`config.mk`:
```
export PLATFORM = sky130hd
export DESIGN_NAME = spq_cell
export DESIGN_NICKNAME = d
export VERILOG_FILES = /design/src/hdl/spq_pkg.sv /design/src/hdl/spq_cell.sv
export SDC_FILE = /design/constraint.sdc
export NUM_CORES = 1
export LEC_CHECK = 0
export ABC_CLOCK_PERIOD_IN_PS = 3490
export BUFFER_PORTS_ARGS = -buffer_cell sky130_fd_sc_hd__buf_2
export CORE_UTILIZATION = 35
export CTS_CLUSTER_SIZE = 28
export DETAILED_ROUTE_END_ITERATION = 16
export GPL_ROUTABILITY_DRIVEN = 0
export PLACE_DENSITY_LB_ADDON = 0.08
export SYNTH_ARGS = -nofsm -noshare
export SYNTH_HDL_FRONTEND = slang
export SYNTH_SLANG_ARGS = --single-unit
export TNS_END_PERCENT = 10
```
`constraint.sdc`:
```
create_clock -name clk -period 3.49 [get_ports clk]
set_input_delay 0 -clock clk [delete_from_list [all_inputs] [get_ports clk]]
set_output_delay 0 -clock clk [all_outputs]
set_load 0.01 [all_outputs]
```
`src/hdl/spq_pkg.sv`:
```
// ----------------------------------------------------------------------------
// spq_pkg
// Shared types and constants for the sorted priority queue.
// ----------------------------------------------------------------------------
package spq_pkg;

  localparam int VALUE_W = 32;
  localparam int PRIO_W  = 16;
  localparam int COUNT_W = 7;
  localparam int STATUS_W = 2;

  localparam logic OP_INSERT = 1'b0;
  localparam logic OP_REMOVE = 1'b1;

  localparam logic [STATUS_W-1:0] ST_OK    = 2'd0;
  localparam logic [STATUS_W-1:0] ST_FULL  = 2'd1;
  localparam logic [STATUS_W-1:0] ST_EMPTY = 2'd2;

  typedef struct packed {
    logic signed [VALUE_W-1:0] value;
    logic signed [PRIO_W-1:0]  prio;
  } entry_t;

  typedef struct packed {
    logic   insert;
    logic   remove;
    entry_t new_entry;
  } cell_ctrl_t;

endpackage

```
`src/hdl/spq_cell.sv`:
```
// ----------------------------------------------------------------------------
// spq_cell
// One slot of the sorted chain: keeps its entry, takes the new entry, or
// takes a neighbor's entry.
// ----------------------------------------------------------------------------
module spq_cell (
  input  logic                clk,
  input  spq_pkg::cell_ctrl_t ctrl,
  input  logic                occupied,
  input  spq_pkg::entry_t     left,
  input  logic                left_keep,
  input  spq_pkg::entry_t     right,
  output spq_pkg::entry_t     held,
  output logic                keep
);

  // entry stays in place on insert when it sorts at or ahead of the new one
  assign keep = occupied && !(held.prio > ctrl.new_entry.prio);

  always_ff @(posedge clk) begin
    if (ctrl.insert) begin
      if (!keep) begin
        if (left_keep) begin
          held <= ctrl.new_entry;
        end else begin
          held <= left;
        end
      end
    end else if (ctrl.remove) begin
      held <= right;
    end
  end

endmodule

```
==> impl_results.md, run 1 <==
* Outcome: completed
* Height of the die at 92.9 um
* Clock Sinks at 48
* Core area at 0.00785 sq mm
* Cell count after synthesis at 272
* Largest Register: held
* Largest registers: held x48
* Htree depth at 2
* First-pass GRT wire length at 11.4 mm
* CP arrival at 2.49 ns
* Critical Path RT at 3.51 ns
* Min-delay src: right[21]
* Setup crit end kind: flip-flop
* Area Overhead vs Synth at 39.9%
* Largest net degree at the start of global routing at 83
* Max FFs per register at 48
* Maximum vdd ir drop at 0.170 mV
* Grt ovf at 0
* Xor/xnor share of the synthesized area at 0%
* Number of global-route vias before repair at 2412
* Postcts setup bufs at 0
* DPL Wire Length at 5.77 mm
* Seq/Total Area, Yosys at 49.8%
* Netlist cell types at 25
* Gr usage total at 17.1%
* Final worst slack at 1.02 ns
* Mux cell area share after synthesis at 17.0%
* FF-to-FF Start: held[15]
* CP Launch Type: flip-flop
* #FFs+latches synth at 48
* Antenna violations before repair at 0
* Drt pass-1 iters at 4
* Num CTS Buffers at 5
* DIE WIDTH at 92.9 um
* P per Cell Area at 366 mW/mm^2
* CTS hold repair buffers at 0
* DRT antenna net count at 0
* Post-Syn Area at 0.00289 sq mm
* Normalized max-slew margin at 50.3%
* Worst skew pair latency at 0.30 ns
* Final setup vio count at 0
* Leakage at 2.02 nW
* IO Port Bufs at 197
* YS warnings at 0
* Crit path max fanout at 30
* Fraction of layout cells with a size suffix above 1 at 46.4%
* Fillers at 746
* Adder-Cell Fraction of Synth Area at 6.92%
* Commonest non-fill, non-tap cell in the layout: buf_2
* Setup Skew at 0.00876 ns
* Commonest cells after routing, fill and taps aside: buf_2, a21oi_1, nor2_1, mux2i_1, edfxtp_1
* # DRC at 0
* Routed len/inst at 12.9 um
* Setup TNS at 0 ns
* Tot Pwr at 1.48 mW
* Fin. Hold Viols at 0
* Final nets at 628
* Initial Util at 36.8%
* Measured slew at the worst slew-check pin at 0.746 ns
* Dpl ws at 1.02 ns
* Root Buffer: clkbuf_8
* Class of the worst hold path: in -> reg
* Post_cts resized at 0
* ANT cells at 0
* Critical Path Start: held[15]
* Main combinational cell family by area after synthesis: multiplexers
* Clock slew at reported path FFs at 0.09 ns
* Fmax at 0.405 GHz
* Final WL at 7.27 mm
* Vias per cell at 4.58
* Slew Limit Fails at 0
* Post-route minimum period at 2.47 ns
* # Max-Cap Violations at 0
* Starting DRT DRC Count at 23
* Setup Crit Path Kind: reg -> reg
* RSZ-0062 raised after global routing: false
* Synth Area per Inst at 10.6 sq um
* Top Ports at 198
* Tcrit/Tclk final at 70.8%
* Vias at 2586
* Synth Area in Compound Gates at 11.4%
* CTS tree: built
* Row Count at 32
* Syn_nets at 437
* Longest Clk Path Bufs at 2
* Simple-gate portion of the synthesized area at 10.2%
* Die area at 0.00863 sq mm
==> worst paths after layout <==
kind / endpoint / slack (ns) / cells after the start
max: held[45] / 1.02 / 7
min: held[21] / 0.02 / 3
max reg2reg: held[45] / 1.02 / 7
min reg2reg: held[21] / 1.28 / 4
==> routing by layer <==
layer / vias to the layer above / track usage, % / wire (um)
li1: 1360 / - / -
met1: 1108 / 20.2 / 2930
met2: 114 / 30.1 / 3620
met3: 4 / 5.17 / 661
met4: 0 / 4.23 / 63
met5: - / 0 / 0
==> Yosys cell counts (all sizes together) <==
| cell type | instances | area (sq um) |
|---|---|---|
| nand2b | 1 | 8.76 |
| ha | 16 | 200 |
| a31o | 1 | 8.76 |
| clkbuf | 10 | 37.5 |
| mux2i | 48 | 480 |
| inv | 17 | 63.8 |
| nor2b | 1 | 6.26 |
| a41o | 1 | 10.0 |
| buf | 7 | 32.5 |
| edfxtp | 48 | 1440 |
| a31oi | 2 | 12.5 |
| o21ai | 3 | 15.0 |
| and2 | 2 | 12.5 |
| nor2 | 49 | 184 |
| a21oi | 53 | 265 |
| and3b | 1 | 10.0 |
| nor4 | 1 | 12.5 |
| nand2 | 4 | 15.0 |
| nand4 | 4 | 46.3 |
| a21bo | 1 | 10.0 |
| a21o | 1 | 7.51 |
| mux2 | 1 | 11.3 |
==> worst max-delay path, stage by stage (launching register included) <==
cell and delay [ns]:
edfxtp_1 0.39, ha_1 0.36, nand4_2 0.15, nor4_2 0.34, a21bo_1 0.26, a41o_1 0.20, a31o_2 0.24, buf_4 0.26
==> stage by stage <==
step                instance area (sq um)  cells  util (%)  hold slack [ns]
CTS                                  4050    565      51.6           0.0122
global placement                     3970    558      50.5            0.321
global route                         4050    565      51.6           0.0256
floorplan                            2890    272         -           0.0997
detailed placement                   3970    558      50.5            0.324
finish                               4050    565      51.6           0.0184
==> final cells by class <==
| cell class | instances | area, sq um | share of cell area, % |
|---|---|---|---|
| flip-flops and latches | 48 | 1440 | 35.6 |
| multi-input cells | 190 | 1320 | 32.5 |
| repair buffers | 201 | 1020 | 25.1 |
| well taps | 102 | 128 | 3.15 |
| clock buffers | 5 | 68.8 | 1.70 |
| inverters | 17 | 63.8 | 1.58 |
| clock inverters | 2 | 12.5 | 0.309 |
==> logic make-up (layout without fill, tap and decap cells) <==
logic type,after synthesis,in the layout
AOI/OAI and AO/OA,62,62
adders and majority gates,16,16
buffers and inverters,34,225
DFF,48,48
muxes,49,49
and+or+nand+nor,63,63
==> where the power goes <==
part	total, mW	internal (mW)	switching [mW]
clock	0.316	0.136	0.180
combinational	0.416	0.192	0.225
sequential	0.747	0.726	0.0207
total	1.48	1.05	0.425
Note: power is estimated with default switching activity, not from simulation.
==> run 2: changes to the inputs <==
--- a/config.mk
+++ b/config.mk
@@ -5,7 +5,7 @@
 export SDC_FILE = /design/constraint.sdc
 export NUM_CORES = 1
 export LEC_CHECK = 0
-export ABC_CLOCK_PERIOD_IN_PS = 3490
+export ABC_CLOCK_PERIOD_IN_PS = 2340
 export BUFFER_PORTS_ARGS = -buffer_cell sky130_fd_sc_hd__buf_2
 export CORE_UTILIZATION = 35
 export CTS_CLUSTER_SIZE = 28
==> constraint.sdc (replaced) <==
create_clock -name clk -period 2.34 [get_ports clk]
set_input_delay 0 -clock clk [delete_from_list [all_inputs] [get_ports clk]]
set_output_delay 0 -clock clk [all_outputs]
set_load 0.01 [all_outputs]
==> run 2 against run 1 <==
Compared with the run above:
- clock power grew 87%
- non-clock buffer count increased by 7
- clock-buffer cell count increased by 1
- combinational power is 79% higher
- largest cell class is now multi-input gates
- highest routed layer unchanged
- register-to-register slack got worse by 1.0 ns
- die area unchanged
- via count rose by 5.2%
- setup slack lost 1.0 ns
==> impl_results.md, run 2 (synthesized netlist as in run 1, its figures left out) <==
* Setup Crit Path Kind: reg -> reg
* Htree depth at 2 (unchanged)
* Slew Limit Fails at 0 (unchanged)
* Commonest non-fill, non-tap cell in the layout: buf_2
* ANT cells at 0 (unchanged)
* Vias per cell at 4.71 (+2.8%)
* Top Ports at 198 (unchanged)
* Worst r2r dst: held[43]
* First-pass GRT wire length at 11.3 mm (-1.1%)
* Measured slew at the worst slew-check pin at 0.727 ns (-0.0189 ns)
* CTS tree: built
* Final worst slack at 0.0195 ns (-1.00 ns)
* P per Cell Area at 563 mW/mm^2 (+54%)
* DIE WIDTH at 92.9 um (unchanged)
* Outcome: completed
* Grt ovf at 0 (unchanged)
* RSZ-0062 raised after global routing: true
* Hold depth at 3 (unchanged)
* Vias at 2720 (+5.2%)
* Min-delay src: right[14]
* Fin. Hold Viols at 0 (unchanged)
* Antenna violations before repair at 0 (unchanged)
* Starting DRT DRC Count at 72 (+210%)
* Setup Skew at 0.00564 ns (-0.00312 ns)
* DPL Wire Length at 5.78 mm (+0.24%)
* Hold path endpoint: held[14]
* Class of the worst hold path: in -> reg
* Maximum vdd ir drop at 0.258 mV (+52%)
* Dpl ws at -0.225 ns (-1.25 ns)
* Critical Path RT at 2.39 ns (-1.12 ns)
* Fmax at 0.431 GHz (+6.4%)
* FF-to-FF Start: held[15]
* Final hold slack at 0.0160 ns (-0.00246 ns)
* # Max-Cap Violations at 0 (unchanged)
* Tcrit/Tclk final at 99.2% (+28 points)
* Root Buffer: clkbuf_8
* Final setup vio count at 0 (unchanged)
* Leakage at 2.12 nW (+4.7%)
* Tot Pwr at 2.46 mW (+66%)
* CTS hold repair buffers at 0 (unchanged)
* IO Port Bufs at 197 (unchanged)
* Area Overhead vs Synth at 51.0%
* Clock Sinks at 48 (unchanged)
* CP max stage delay at 0.43 ns (+0.04 ns)
* Placed cells at 561 (+0.54%)
* Core area at 0.00785 sq mm (unchanged)
* Final nets at 640 (+1.9%)
* Post-route minimum period at 2.32 ns (-0.149 ns)
* Reg2reg setup slack at 0.02 ns (-1.00 ns)
* Height of the die at 92.9 um (unchanged)
* # DRC at 0 (unchanged)
* Normalized max-slew margin at 51.5% (+1.3 points)
* Gr usage total at 17.1% (about the same)
* Worst skew pair latency at 0.29 ns (about the same)
* CP Launch Type: flip-flop
* CP arrival at 2.37 ns (-0.12 ns)
* Final WL at 7.90 mm (+8.6%)
* Initial Util at 36.8% (unchanged)
* CP cell instances: ha_4 -> nand4_4 -> nor4_4 -> a21bo_1 -> a41o_4 -> buf_12 -> a31o_4
* Largest Register: held
* Crit path max fanout at 6 (-80%)
* WP buf/inv at 1 (unchanged)
* CP max-delay cell: edfxtp_1
* Max FFs per register at 48 (unchanged)
* Worst reg2reg path depth at 7 (unchanged)
* Number of global-route vias before repair at 2413 (+0.041%)
* Clock slew at reported path FFs at 0.09 ns (about the same)
* DRT antenna net count at 0 (unchanged)
* Longest Clk Path Bufs at 2 (unchanged)
* Crit-path leading delay family: compound AO/OA/AOI/OAI gates
* Num CTS Buffers at 5 (unchanged)
* Commonest cells after routing, fill and taps aside: buf_2, a21oi_1, nor2_1, mux2i_1, edfxtp_1
* Largest registers: held x48
* Die area at 0.00863 sq mm (unchanged)
* Final Instance Count excl. Fillers at 578 (+2.3%)
* Setup crit end kind: flip-flop
* Routed len/inst at 13.7 um (+6.2%)
* Largest net degree at the start of global routing at 82 (-1.2%)
* Drt pass-1 iters at 4 (unchanged)
* Row Count at 32 (unchanged)
* Fraction of layout cells with a size suffix above 1 at 50.0% (+3.6 points)
## run 2: cell types whose count changed in the layout (fill, tap and decap cells not counted), moves of 2 or more
cell / change
a31oi_1: -2
a31oi_2: +2
ha_1: -7
ha_4: +7
a31o_4: +6
buf_4: +6
## run 2: layout make-up
class,instances,area (sq um)
clock buffer,6,72.6
multi-input combinational,195,1540
tap,102,128
fill,754,3480
timing repair buffer,208,1080
inverter,17,63.8
clock inverter,2,35.0
sequential,48,1440
## run 2: per-layer routing
layer  vias up  wire, um  GRT usage (%)
li1       1403         -              -
met2       113      4140           32.2
met1      1194      3070           18.3
met3        10       579           4.84
met5         -         0              0
met4         0       115           5.00
## run 2: worst max-delay path by stage
stage          startpoint  depth (start not counted)        to
2_1_floorplan     held[9]                          6   held[0]
3_5_place_dp     held[10]                          6  held[19]
3_3_place_gp      held[9]                          6  held[24]
4_1_cts           held[9]                          6   held[1]
6_report         held[15]                          7  held[43]
5_1_grt          held[15]                          7      keep
## run 2: worst reg2reg max path: cells and delay by family (launching register included)
kind / cells / cell delay, ns
fa+ha+maj: 1 / 0.31
simple gates: 2 / 0.41
flops: 1 / 0.43
compound gates: 3 / 0.79
buf+inv: 1 / 0.14
## run 2: report_power, final
| group | switching, mW | total, mW | internal [mW] |
|---|---|---|---|
| Clock | 0.273 | 0.590 | 0.317 |
| Sequential | 0.0380 | 1.12 | 1.08 |
| Combinational | 0.384 | 0.746 | 0.362 |
| Total | 0.695 | 2.46 | 1.76 |
## run 2: what timing repair did
item / CTS / global route
gates cloned: 1 / 4
setup endpoints to repair: 48 / 49
setup buffers: 0 / 4
pin swaps: 2 / 8
gates resized for setup: 3 / 14
## run 2: metrics by stage
stage	cell area (sq um)	util (%)	TNS, ns
floorplan	2940	-	0
global placement	4030	51.4	-6.91
detailed placement	4030	51.4	-10.72
CTS	4180	53.3	-0.770
global route	4370	55.6	-0.984
finish	4370	55.6	0
==> run 3: changes to the inputs <==
--- a/config.mk
+++ b/config.mk
@@ -6,10 +6,10 @@
 export NUM_CORES = 1
 export LEC_CHECK = 0
 export ABC_CLOCK_PERIOD_IN_PS = 2340
-export BUFFER_PORTS_ARGS = -buffer_cell sky130_fd_sc_hd__buf_2
 export CORE_UTILIZATION = 35
 export CTS_CLUSTER_SIZE = 28
 export DETAILED_ROUTE_END_ITERATION = 16
+export DONT_BUFFER_PORTS = 1
 export GPL_ROUTABILITY_DRIVEN = 0
 export PLACE_DENSITY_LB_ADDON = 0.08
 export SYNTH_ARGS = -nofsm -noshare
==> run 3 against run 2 <==
Compared with the run above:
- the run now ends with negative setup slack left
- die area stayed put
- clock-buffer cell count is 1 lower
- cell area is 1.1% lower
- maximum frequency is 2.0% lower
- wire length is 3.1% higher
- largest cell class unchanged
- highest routed layer unchanged
==> impl_results.md, run 3 (synthesized netlist as in run 1, its figures left out) <==
* Vias at 2450 (-9.9%)
* Class of the worst hold path: in -> reg
* ANT cells at 0 (unchanged)
* Longest Clk Path Bufs at 2 (unchanged)
* Number of global-route vias before repair at 2238 (-7.3%)
* Antenna violations before repair at 0 (unchanged)
* CP Launch Type: flip-flop
* Final WL at 8.15 mm (+3.1%)
* Commonest non-fill, non-tap cell in the layout: dlygate4sd3_1
* P per Cell Area at 568 mW/mm^2 (+0.87%)
* First-pass GRT wire length at 10.9 mm (-3.5%)
* Critical Path RT at 2.34 ns (-0.05 ns)
* Placed cells at 381 (-32%)
* Crit-path leading delay family: compound AO/OA/AOI/OAI gates
* Largest registers: held x48
* Top Ports at 198 (unchanged)
* Vias per cell at 5.14 (+9.1%)
* Fmax at 0.422 GHz (-2.0%)
* Worst skew pair latency at 0.30 ns (about the same)
* Final core utilization at 55.0% (-0.59 points)
* Final nets at 539 (-16%)
* Final hold slack at 0.000268 ns (-0.0157 ns)
* Htree depth at 2 (unchanged)
* Core area at 0.00785 sq mm (unchanged)
* Clock slew at reported path FFs at 0.09 ns (about the same)
* Min-delay src: left[16]
* Setup Skew at 0.00857 ns (+0.00293 ns)
* Drt pass-1 iters at 4 (unchanged)
* # Max-Cap Violations at 0 (unchanged)
* FF-to-FF Start: held[12]
* CP arrival at 2.37 ns (about the same)
* Area Overhead vs Synth at 49.4%
* Initial Util at 36.8% (unchanged)
* RSZ-0062 raised after global routing: true
* Final Instance Count excl. Fillers at 477 (-17%)
* CP cell instances: ha_4 -> a21o_1 -> a31oi_4 -> and3b_2 -> nand4_1 -> buf_4 -> buf_4 -> a31oi_4
* Max FFs per register at 48 (unchanged)
* Slew Limit Fails at 0 (unchanged)
* Setup Crit Path Kind: reg -> out
* Setup TNS at -0.111 ns (-0.111 ns)
* Gr usage total at 16.7% (-0.39 points)
* IO Port Bufs at 0 (-100%)
* Tcrit/Tclk final at 101% (+2.0 points)
* Commonest cells after routing, fill and taps aside: dlygate4sd3_1, a21oi_1, nor2_1, mux2i_1, edfxtp_1
* Fin. Hold Viols at 0 (unchanged)
* Crit path max fanout at 5 (-1)
* DPL Wire Length at 4.66 mm (-19%)
* Fraction of layout cells with a size suffix above 1 at 16.3% (-34 points)
* Starting DRT DRC Count at 65 (-9.7%)
* Fillers at 687 (-8.9%)
* Root Buffer: clkbuf_8
* Num CTS Buffers at 5 (unchanged)
* Leakage at 1.77 nW (-17%)
* Failing checks: negative setup slack
* CP max-delay cell: edfxtp_1
* Largest net degree at the start of global routing at 94 (+15%)
* Largest Register: held
* WP buf/inv at 2 (+1)
* Row Count at 32 (unchanged)
* Grt ovf at 0 (unchanged)
* Tot Pwr at 2.45 mW (-0.20%)
* Post-route minimum period at 2.37 ns (+0.0476 ns)
* Outcome: finished with violations
* Final setup vio count at 7 (+7)
* Height of the die at 92.9 um (unchanged)
* DIE WIDTH at 92.9 um (unchanged)
* # DRC at 0 (unchanged)
* Measured slew at the worst slew-check pin at 0.343 ns (-0.384 ns)
* Normalized max-slew margin at 77.1% (+26 points)
* DRT antenna net count at 0 (unchanged)
* Final worst slack at -0.0281 ns (-0.0476 ns)
* CTS tree: built
* Setup crit end kind: output port
* Critical Path Start: held[13]
* CP max stage delay at 0.45 ns (+0.02 ns)
* Maximum vdd ir drop at 0.258 mV (+0.24%)
* Routed len/inst at 17.1 um (+25%)
* Clock Sinks at 48 (unchanged)
* Die area at 0.00863 sq mm (unchanged)
## run 3: path summary, 6_finish.rpt
path	end	depth (start not counted)	slack, ns
worst min register to register	held[44]	4	1.22
worst min-delay path	held[16]	2	0.0003
worst max register to register	held[2]	7	-0.02
worst max-delay path	keep	8	-0.03
## run 3: where the power goes
part           switching, mW  leakage [nW]  internal, mW
Combinational          0.304          1.24         0.383
Sequential            0.0907         0.472          1.09
Clock                  0.275        0.0532         0.312
## run 3: timing repair
action,in CTS,in global routing
setup buffers,0,7
gates cloned,1,5
resized for setup,3,17
hold buffers,75,0
setup endpoints to repair,49,49
pin swaps,1,14
hold endpoints to repair,48,0
## run 3: layout make-up
| class | instances | area (sq um) | area share (%) |
|---|---|---|---|
| clock buffer | 5 | 68.8 | 1.59 |
| inverter | 17 | 63.8 | 1.48 |
| clock inverter | 3 | 37.5 | 0.869 |
| sequential | 48 | 1440 | 33.4 |
| multi-input combinational | 196 | 1570 | 36.3 |
| timing repair buffer | 106 | 1010 | 23.5 |
| tap | 102 | 128 | 2.95 |
## run 3: metrics by stage
stage	area (sq um)	setup slack (ns)
2_1_floorplan	2940	0.0109
5_1_grt	4320	-0.0922
4_1_cts	4080	-0.0211
3_5_place_dp	3180	-0.187
3_3_place_gp	3180	-0.153
6_report	4320	-0.0281
## run 3: metal layers
layer / global-route usage (%) / vias to the layer above / wire [um]
met4: 4.23 / 0 / 86
li1: - / 1208 / -
met5: 0 / - / 0
met2: 31.9 / 114 / 4250
met1: 17.9 / 1120 / 3200
met3: 4.60 / 8 / 610
## run 3: worst register-to-register path: stages (launching register included)
cell      delay (ns)
edfxtp_1        0.40
ha_1            0.35
nand4_4         0.13
nor4_4          0.27
a21bo_1         0.26
nand4_1         0.22
buf_4           0.20
a31o_4          0.23
